## src/hdl/majority_clocked_lfsr_keystream_defines.svh

```systemverilog
// Assertion macros shared by the keystream generator.
// Each checks on the rising edge of clock and is quiet while reset is high.
`ifndef MAJORITY_CLOCKED_LFSR_KEYSTREAM_DEFINES_SVH
`define MAJORITY_CLOCKED_LFSR_KEYSTREAM_DEFINES_SVH

// consequent must hold in the same cycle as the antecedent
`define MCLK_ASSERT_NOW(name, ante, cons, msg) \
   name: assert property (@(posedge clock) disable iff (reset) (ante) |-> (cons)) \
      else $error(msg);

// consequent must hold in the cycle after the antecedent
`define MCLK_ASSERT_NEXT(name, ante, cons, msg) \
   name: assert property (@(posedge clock) disable iff (reset) (ante) |=> (cons)) \
      else $error(msg);

`endif

```

## src/hdl/mclk_pkg.sv

```systemverilog
package mclk_pkg;

   // register geometry
   localparam int ONE_WIDTH   = 19;
   localparam int TWO_WIDTH   = 22;
   localparam int THREE_WIDTH = 23;

   // feedback taps
   localparam logic [ONE_WIDTH-1:0]   ONE_TAPS   = 19'h72000;
   localparam logic [TWO_WIDTH-1:0]   TWO_TAPS   = 22'h300000;
   localparam logic [THREE_WIDTH-1:0] THREE_TAPS = 23'h700080;

   // clocking bits
   localparam int ONE_MID   = 8;
   localparam int TWO_MID   = 10;
   localparam int THREE_MID = 10;

   // key slicing
   localparam int KEY_WIDTH     = 64;
   localparam int KEY_ONE_LOW   = 45;
   localparam int KEY_TWO_LOW   = 23;
   localparam int KEY_THREE_LOW = 0;

   // result bus width, one byte
   localparam int RSP_DATA_WIDTH = 8;

   // request kinds carried on tuser
   typedef enum logic [0:0] {
      OP_LOAD = 1'b0,
      OP_STEP = 1'b1
   } op_type;

   // per-register control handed to each cell
   typedef struct packed {
      logic load;
      logic shift;
   } lfsr_ctrl_type;

endpackage

```

## src/hdl/mclk_cell.sv

```systemverilog
// One stage of a shift register: holds a single bit, takes a parallel
// load or its neighbor's bit on a shift.
module mclk_cell (
   input  logic                   clock,
   input  logic                   reset,
   input  mclk_pkg::lfsr_ctrl_type ctrl,
   input  logic                   load_value,
   input  logic                   shift_value,
   output logic                   store
);

   logic store_ff;
   logic store_in;

   // load wins over shift; they never coincide in practice
   always_comb begin
      store_in = store_ff;
      if (ctrl.load) begin
         store_in = load_value;
      end else if (ctrl.shift) begin
         store_in = shift_value;
      end
   end

   always_ff @(posedge clock) begin
      if (reset) begin
         store_ff <= 1'b0;
      end else begin
         store_ff <= store_in;
      end
   end

   assign store = store_ff;

endmodule

```

## src/hdl/mclk_lfsr.sv

```systemverilog
// Fibonacci LFSR built as a row of bit cells; parity of the taps enters
// at bit 0 and every cell passes its bit one place up on a shift.
module mclk_lfsr #(
   parameter int               WIDTH   = mclk_pkg::ONE_WIDTH,
   parameter logic [WIDTH-1:0] TAPS    = mclk_pkg::ONE_TAPS,
   parameter int               MID_BIT = mclk_pkg::ONE_MID
) (
   input  logic                    clock,
   input  logic                    reset,
   input  mclk_pkg::lfsr_ctrl_type ctrl,
   input  logic [WIDTH-1:0]        load_value,
   output logic [WIDTH-1:0]        state,
   output logic                    top_bit,
   output logic                    mid_bit
);

   logic             feedback;
   logic [WIDTH-1:0] shift_value;

   // tap parity and neighbor wiring
   assign feedback    = ^(state & TAPS);
   assign shift_value = {state[WIDTH-2:0], feedback};

   for (genvar i = 0; i < WIDTH; i++) begin : g_cell
      mclk_cell u_cell (
         .clock       (clock),
         .reset       (reset),
         .ctrl        (ctrl),
         .load_value  (load_value[i]),
         .shift_value (shift_value[i]),
         .store       (state[i])
      );
   end

   assign top_bit = state[WIDTH-1];
   assign mid_bit = state[MID_BIT];

endmodule

```

## src/hdl/majority_clocked_lfsr_keystream.sv

```systemverilog
// A step request shows its keystream bit on rsp in the cycle after it is accepted.
// Throughput: one request per cycle while rsp is not stalled; each LFSR is a row of bit cells that update together.
// A load request yields no response and takes effect for the request that follows it.
// req_tready drops only while a response waits and rsp_tready is low.
// Reset (synchronous, active high) clears all three registers to zero and empties rsp.
`include "majority_clocked_lfsr_keystream_defines.svh"

module majority_clocked_lfsr_keystream (
   input  logic                                  clock,
   input  logic                                  reset,
   input  logic                                  req_tvalid,
   output logic                                  req_tready,
   // key_value [63:0]
   input  logic [mclk_pkg::KEY_WIDTH-1:0]        req_tdata,
   // operation [0]
   input  logic                                  req_tuser,
   output logic                                  rsp_tvalid,
   input  logic                                  rsp_tready,
   // keystream_bit [0], zeros above
   output logic [mclk_pkg::RSP_DATA_WIDTH-1:0]   rsp_tdata
);

   logic req_fire;
   logic step_fire;
   logic load_fire;

   logic [mclk_pkg::ONE_WIDTH-1:0]   one_state;
   logic [mclk_pkg::TWO_WIDTH-1:0]   two_state;
   logic [mclk_pkg::THREE_WIDTH-1:0] three_state;
   logic one_top, two_top, three_top;
   logic one_mid, two_mid, three_mid;
   logic majority;
   logic keystream;
   logic [2:0] shift_vec;

   mclk_pkg::lfsr_ctrl_type one_ctrl, two_ctrl, three_ctrl;

   logic rsp_valid_ff, rsp_valid_in;
   logic rsp_bit_ff, rsp_bit_in;

   // request handshake
   assign req_tready = !rsp_valid_ff || rsp_tready;
   assign req_fire   = req_tvalid && req_tready;
   assign step_fire  = req_fire && (req_tuser == mclk_pkg::OP_STEP);
   assign load_fire  = req_fire && (req_tuser == mclk_pkg::OP_LOAD);

   // majority clock control
   assign majority  = (one_mid & two_mid) | (one_mid & three_mid) | (two_mid & three_mid);
   assign keystream = one_top ^ two_top ^ three_top;

   assign one_ctrl.load    = load_fire;
   assign two_ctrl.load    = load_fire;
   assign three_ctrl.load  = load_fire;
   assign one_ctrl.shift   = step_fire && (one_mid == majority);
   assign two_ctrl.shift   = step_fire && (two_mid == majority);
   assign three_ctrl.shift = step_fire && (three_mid == majority);
   assign shift_vec        = {one_ctrl.shift, two_ctrl.shift, three_ctrl.shift};

   // the three registers
   mclk_lfsr #(
      .WIDTH   (mclk_pkg::ONE_WIDTH),
      .TAPS    (mclk_pkg::ONE_TAPS),
      .MID_BIT (mclk_pkg::ONE_MID)
   ) u_one (
      .clock      (clock),
      .reset      (reset),
      .ctrl       (one_ctrl),
      .load_value (req_tdata[mclk_pkg::KEY_ONE_LOW +: mclk_pkg::ONE_WIDTH]),
      .state      (one_state),
      .top_bit    (one_top),
      .mid_bit    (one_mid)
   );

   mclk_lfsr #(
      .WIDTH   (mclk_pkg::TWO_WIDTH),
      .TAPS    (mclk_pkg::TWO_TAPS),
      .MID_BIT (mclk_pkg::TWO_MID)
   ) u_two (
      .clock      (clock),
      .reset      (reset),
      .ctrl       (two_ctrl),
      .load_value (req_tdata[mclk_pkg::KEY_TWO_LOW +: mclk_pkg::TWO_WIDTH]),
      .state      (two_state),
      .top_bit    (two_top),
      .mid_bit    (two_mid)
   );

   mclk_lfsr #(
      .WIDTH   (mclk_pkg::THREE_WIDTH),
      .TAPS    (mclk_pkg::THREE_TAPS),
      .MID_BIT (mclk_pkg::THREE_MID)
   ) u_three (
      .clock      (clock),
      .reset      (reset),
      .ctrl       (three_ctrl),
      .load_value (req_tdata[mclk_pkg::KEY_THREE_LOW +: mclk_pkg::THREE_WIDTH]),
      .state      (three_state),
      .top_bit    (three_top),
      .mid_bit    (three_mid)
   );

   // response register
   always_comb begin
      rsp_valid_in = rsp_valid_ff;
      rsp_bit_in   = rsp_bit_ff;
      if (step_fire) begin
         rsp_valid_in = 1'b1;
         rsp_bit_in   = keystream;
      end else if (rsp_tready) begin
         rsp_valid_in = 1'b0;
      end
   end

   always_ff @(posedge clock) begin
      if (reset) begin
         rsp_valid_ff <= 1'b0;
      end else begin
         rsp_valid_ff <= rsp_valid_in;
      end
   end

   always_ff @(posedge clock) begin
      rsp_bit_ff <= rsp_bit_in;
   end

   assign rsp_tvalid = rsp_valid_ff;
   assign rsp_tdata  = {{(mclk_pkg::RSP_DATA_WIDTH-1){1'b0}}, rsp_bit_ff};

   // checks; the three registers side by side cover the whole key
   `MCLK_ASSERT_NEXT(a_step_gives_rsp, step_fire, rsp_valid_ff, "step lost its response")
   `MCLK_ASSERT_NEXT(a_rsp_bit, step_fire, rsp_bit_ff == $past(keystream), "wrong keystream bit")
   `MCLK_ASSERT_NOW(a_majority_clocks, step_fire, $countones(shift_vec) >= 2, "fewer than two clocked")
   `MCLK_ASSERT_NEXT(a_load_regs, load_fire, {one_state, two_state, three_state} == $past(req_tdata), "register load mismatch")
   `MCLK_ASSERT_NOW(a_no_overrun, rsp_valid_ff && !rsp_tready, !req_tready, "request over full rsp")

endmodule

```

## config.mk

```make
export PLATFORM = sky130hd
export DESIGN_NAME = majority_clocked_lfsr_keystream
export DESIGN_NICKNAME = d
export VERILOG_FILES = /design/src/hdl/mclk_pkg.sv /design/src/hdl/mclk_cell.sv /design/src/hdl/mclk_lfsr.sv /design/src/hdl/majority_clocked_lfsr_keystream.sv
export VERILOG_INCLUDE_DIRS = /design/src /design/src/hdl
export SDC_FILE = /design/constraint.sdc
export NUM_CORES = 1
export LEC_CHECK = 0
export BUFFER_PORTS_ARGS = -buffer_cell sky130_fd_sc_hd__buf_2
export CORE_AREA = 8 8 86 103
export DETAILED_ROUTE_END_ITERATION = 8
export DIE_AREA = 0 0 94 111
export PLACE_DENSITY = 0.65
export SLEW_MARGIN = 20
export SYNTH_ARGS = -nofsm -noshare
export SYNTH_HDL_FRONTEND = slang
export SYNTH_SLANG_ARGS = --single-unit
```

## constraint.sdc

```tcl
create_clock -name clock -period 2.2 [get_ports clock]
set_clock_uncertainty 0.05 [all_clocks]
set_input_delay 0.33 -clock clock [delete_from_list [all_inputs] [get_ports clock]]
set_output_delay 0.33 -clock clock [all_outputs]
set_load 0.05 [all_outputs]
```

==> results of run 1 <==
metrics by stage:
stage / utilization [%] / setup WS [ps] / power (mW) / area, um^2
finish: 51.5 / 294 / 2.84 / 3680
global route: 51.5 / 137 / 2.99 / 3680
CTS: 51.5 / 288 / 2.87 / 3680
detailed placement: 48.8 / 277 / 1.87 / 3490
global placement: 48.8 / 316 / 1.85 / 3490
floorplan: - / 151 / 1.73 / 3100
power groups by stage:
stage / Sequential (mW) / Clock, mW / Combinational [mW]
global placement: 1.39 / 0 / 0.458
global route: 1.39 / 1.08 / 0.521
floorplan: 1.38 / 0 / 0.349
detailed placement: 1.40 / 0 / 0.466
CTS: 1.37 / 1.03 / 0.468
finish: 1.37 / 1.01 / 0.464
metal layers:
metal	wire length [um]	share of wire (%)	track usage [%]
met5	0	0	0
met4	63	0.84	4.88
met3	472	6.3	5.42
met2	3570	48	22.7
met1	3350	45	18.0
sequential cells by signal (all words and copies together), names as in the netlist:
register,flops
u_two.g_cell.u_cell.store,22
rsp_tvalid,1
rsp_bit_ff,1
u_one.g_cell.u_cell.store,19
u_three.g_cell.u_cell.store,23
kinds of logic (layout without fill, tap and decap cells):
logic type	after synthesis	after routing	share of synthesized area, %
DFF	66	66	43.3
muxes	18	18	5.86
and+or+nand+nor	98	98	15.3
AOI/OAI and AO/OA	95	95	22.6
other	1	7	0.122
buffers and inverters	64	123	10.3
xor gates and xnor gates	9	9	2.56
worst max-delay path by stage:
stage / to / from / slack [ps]
global placement: u_three.g_cell[0].u_cell.store$_SDFFE_PP0P_ / req_tvalid / 320
global route: u_three.g_cell[10].u_cell.store$_SDFFE_PP0P_ / u_one.g_cell[8].u_cell.store$_SDFFE_PP0P_ / 140
CTS: req_tready / rsp_tvalid$_SDFFE_PP0P_ / 290
detailed placement: u_three.g_cell[20].u_cell.store$_SDFFE_PP0P_ / req_tvalid / 280
floorplan: u_three.g_cell[15].u_cell.store$_SDFFE_PP0P_ / rsp_tvalid$_SDFFE_PP0P_ / 150
finish: u_three.g_cell[10].u_cell.store$_SDFFE_PP0P_ / u_one.g_cell[8].u_cell.store$_SDFFE_PP0P_ / 290
layout by cell type (no fill, tap or decap), types with 5 or more instances in the layout:
cell type,n
clkbuf_8,9
buf_2,71
o221ai_1,20
dfxtp_1,65
mux2i_1,18
nand2_1,37
buf_4,10
a311oi_1,18
a211oi_1,18
xnor2_1,5
nor2_1,37
conb_1,7
a22oi_1,5
inv_1,23
a21oi_1,27
nand3b_1,6
layout make-up:
type | count | share of cell area (%)
clock inverter | 6 | 1.83
clock buffer | 10 | 3.46
sequential | 66 | 36.1
inverter | 23 | 2.34
multi-input combinational | 227 | 39.8
timing repair buffer | 84 | 13.3
tap | 90 | 3.06
worst reg2reg max path, stage by stage (launching register included):
cell and delay [ps]:
dfxtp_1 550, nor3b_1 120, or4_1 550, buf_4 210
mux2i_1 120, a211oi_1 220
==> impl_results.md, run 1 <==
* YS warnings at 0
* Initial Utilization at 43.0%
* Hold slack at 198 ps
* R2R Path End: u_three.g_cell[10].u_cell.store$_SDFFE_PP0P_
* Crit share post-route at 86.6%
* Crit end category: register
* Vias in the first global route at roughly 2700
* Yosys reg bits at 66
* PD cells at 772 nW/um^2
* Maximum level of the CTS H-tree at 3
* Comb pwr share at 16.3%
* Reg area at 1330 um^2
* CP max-delay cell: dfxtp_1
* Worst Setup Start Kind: register
* RSZ-0062 raised after global routing: false
* Setup TNS at 0 ps
* # Post-CTS Setup Buffers at 0
* Worst r2r src: u_one.g_cell[8].u_cell.store$_SDFFE_PP0P_
* Critical path depth at 5
* Worst-margin pin slew at roughly 620 ps
* Gr usage total at 14.6%
* Die X at 94 um
* Area of the multi-input gates at 1470 um^2
* CP max FO at 10
* Hold Path Depth at 3
* Worst hold start: req_tdata[51]
* Drt total wl at around 7500 um
* Post-synthesis cell type count at 39
* Hold Buf Count CTS at 0
* EDFF count, synth at 1
* VDD IR-drop max at between 400 and 500 uV
* Reg2reg setup slack at 290 ps
* Max stage delay on crit path at 550 ps
* CP Buf/Inv Count at 1
* Via Count at 2663
* Worst hold path class: input pin to register
* Ratio of cells with drive above 1 in the final layout at 25.2%
* Antenna Cells at 0
* Net Sw Power at 809 uW
* Async SR Flop Fraction at 0%
* Most common cell in the synthesized netlist: dfxtp_1
* FF-to-FF path depth at 5
* Layout area overhead at 19.9%
* Bufs on Longest Clock Path at 2
* PortBufs at 71
* Dpl cells at slightly below 500
* Die height at 111 um
* Crit Path Class: register to register
* Leak at about 1.5 nW
* Max-cap viol count at 0
* Vias per inst at 5.26
* Skew-Pair Late Insertion Delay at 340 ps
* Tmin final at approximately 1900 ps
* DRT Pass-1 Iters at 4
* Main flop type after synthesis: dfxtp_1
* Non-filler cells, final at 506
* Initial antenna violation count at 0
* Antenna-violating nets left at 0
* Register area share after synthesis at 43.3%
* Root buffer cell: clkbuf_8
* Post-synth top cells: 65 x dfxtp_1, 37 x nand2_1, 37 x nor2_1, 27 x a21oi_1, 23 x inv_1
* Critical path arrival at between 2000 and 2500 ps
* Post-DP HPWL at 5290 um
* Drt wl/cell at 14.7 um
* # resized after CTS at 0
* WHS Endpoint: u_one.g_cell[6].u_cell.store$_SDFFE_PP0P_
* Worst EP required at 2410 ps
* Final #Nets at 480
* Core footprint at 7150 um^2
* TritonCTS Buffers at 9
* # DRC at 0
* Gpl congestion at 0.766
* Clock share of power at 35.4%
* Grt ovf at 0
* Slew HR at 58.4%
* Synth area leader: dfxtp_1
* Internal power at 2.03 mW
* Row count at 34
* Top Family by Delay on Critical Path: simple AND/OR/NAND/NOR gates
* Worst-path clk slew at approximately 80 ps
* Synth top area share at approximately 42%
* Max-slew violations at 0
* Seq pwr share at between 40% and 50%
* I/O pins at 79
* Global-route wire length before repair at 12500 um
* Syn avg cell area at slightly below 9 um^2
* Largest net degree at the start of global routing at between 40 and 50
* Status: finished, final reports clean
* Die area at 10400 um^2
* Fillers at 705
* Sw Share at 28.5%
* CTS tree: yes
* Initial DRC count at about 120
* Fmax at roughly 520 MHz
* Hold Vio Cnt, Final at 0
* Crit-path cells: nor3b_1 > or4_1 > buf_4 > mux2i_1 > a211oi_1
* Synthesized area at 3070 um^2
* Cells after Synth at ~350
* Final setup viols at 0
* Largest cells by area after synthesis: dfxtp_1 42%, mux2i_1 5.9%, o221ai_1 5.7%
* Clock Sinks at 66
(Power assumes the default switching activity.)
==> run 2: changes to the inputs <==
- CORE_AREA: 8 8 86 103 -> 8 8 78 114
- DIE_AREA: 0 0 94 111 -> 0 0 86 122
- PLACE_DENSITY: 0.65 -> 0.64
==> impl_results.md, run 2 (synthesis results as in run 1) <==
* Status: finished, final reports clean
* Fmax at 532 MHz (+1.4%)
* Dpl cells at 503 (+2.7%)
* Root buffer cell: clkbuf_8
* Worst hold path class: input pin to register
* Crit end category: output pin
* # DRC at 0 (unchanged)
* Die area at 10500 um^2 (+0.56%)
* Vias per inst at 5.19 (-1.4%)
* Antenna Cells at 0 (unchanged)
* Worst-path clk slew at 80 ps (about the same)
* Vias in the first global route at 2578 (-4.9%)
* # resized after CTS at 0 (unchanged)
* Clock Sinks at 66 (unchanged)
* Fillers at 699 (-0.85%)
* Final setup viols at 0 (unchanged)
* Worst EP required at 1820 ps (-590 ps)
* # Post-CTS Setup Buffers at 0 (unchanged)
* Largest register FFs at 23 (unchanged)
* Final #Nets at 483 (+0.63%)
* Crit share post-route at 85.4% (-1.2 points)
* Hold Vio Cnt, Final at 0 (unchanged)
* Leak at 1.51 nW (+1.8%)
* Commonest non-fill, non-tap cell in the layout: buf_2
* DRT Pass-1 Iters at 4 (unchanged)
* Bufs on Longest Clock Path at 2 (unchanged)
* CP max FO at 5 (-5)
* Setup TNS at 0 ps (unchanged)
* CTS tree: yes
* VDD IR-drop max at 301 uV (-27%)
* Crit Path Class: register to output pin
* Hold Buf Count CTS at 0 (unchanged)
* Post-DP HPWL at 5390 um (+2.0%)
* Skew-Pair Late Insertion Delay at 340 ps (about the same)
* Global-route wire length before repair at 12100 um (-3.1%)
* Initial antenna violation count at 0 (unchanged)
* Die height at 122 um (+9.9%)
* Critical path arrival at 1500 ps (-610 ps)
* RSZ-0062 raised after global routing: false
* Drt total wl at 7470 um (+0.11%)
* Grt ovf at 0 (unchanged)
* Layout area overhead at 20.9%
* Area after DPL at 3520 um^2 (+1.0%)
* Max-cap viol count at 0 (unchanged)
* Gpl congestion at 0.795 (+3.7%)
* Commonest cells after routing, fill and taps aside: 71 x buf_2, 65 x dfxtp_1, 37 x nand2_1, 37 x nor2_1, 27 x a21oi_1
* Ratio of cells with drive above 1 in the final layout at 26.0% (+0.77 points)
* Via Count at 2694 (+1.2%)
* Core footprint at 7180 um^2 (+0.46%)
* Design area at 3720 um^2 (+0.88%)
* I/O pins at 79 (unchanged)
* Worst Setup Start Kind: register
* Initial Utilization at 42.8% (-0.19 points)
* Maximum level of the CTS H-tree at 3 (unchanged)
* Non-filler cells, final at 519 (+2.6%)
* Initial DRC count at 174 (+50%)
* Largest net degree at the start of global routing at 39 (-17%)
* Antenna-violating nets left at 0 (unchanged)
* Max-slew violations at 0 (unchanged)
* Row count at 38 (+12%)
* Die X at 86 um (-8.5%)
* Drt wl/cell at 14.4 um (-2.4%)
* PD cells at 763 nW/um^2 (-1.2%)
* Gr usage total at 14.4% (-0.20 points)
* Tmin final at 1880 ps (-27.0 ps)
* TritonCTS Buffers at 9 (unchanged)
* PortBufs at 71 (unchanged)
[run 2: path summary, 6_finish.rpt]
| check | startpoint | to | slack (ps) | depth (start not counted) |
|---|---|---|---|---|
| hold / removal | req_tdata[48] | u_one.g_cell[3].u_cell.store$_SDFFE_PP0P_ | 190 | 3 |
| hold reg to reg | u_three.g_cell[18].u_cell.store$_SDFFE_PP0P_ | u_three.g_cell[18].u_cell.store$_SDFFE_PP0P_ | 400 | 2 |
| setup / recovery | rsp_tvalid$_SDFFE_PP0P_ | req_tready | 320 | 4 |
| setup reg to reg | u_two.g_cell[10].u_cell.store$_SDFFE_PP0P_ | u_three.g_cell[15].u_cell.store$_SDFFE_PP0P_ | 350 | 5 |
[run 2: routing by layer]
layer	up-vias	track usage [%]	share of wire (%)
met5	-	0	0
met4	0	7.82	2.5
met3	18	4.32	5.7
met2	72	22.9	46
met1	1232	17.0	45
li1	1372	-	-
[run 2: report_power, final]
group	internal (mW)	total, mW	leakage [nW]	switching [mW]
Sequential	1.30	1.37	0.546	0.0636
Combinational	0.212	0.475	0.859	0.263
Clock	0.521	0.993	0.103	0.472
Total	2.04	2.83	1.51	0.799
[run 2: area by class of cell]
class                   instances  area [um^2]  area share (%)
flip-flops and latches         66         1330            35.8
inverters                      23         86.3            2.32
clock buffers                   9          124            3.33
multi-input cells             227         1470            39.5
clock inverters                 7         68.8            1.85
repair buffers                 87          513            13.8
well taps                     100          125            3.37
[run 2: critical path, stage by stage (launching register included)]
cell and delay, ps:
dfxtp_1 320, nor2b_1 300, buf_4 230, inv_1 80
buf_2 220
[run 2: through the flow]
step	total power [mW]	util (%)	hold WS (ps)	worst slack, ps
after floorplan	1.73	-	374	151
after global placement	1.86	49.1	385	269
after detailed placement	1.87	49.1	389	244
after CTS	2.87	51.8	178	314
after global routing	2.98	51.8	195	225
final	2.83	51.8	193	321
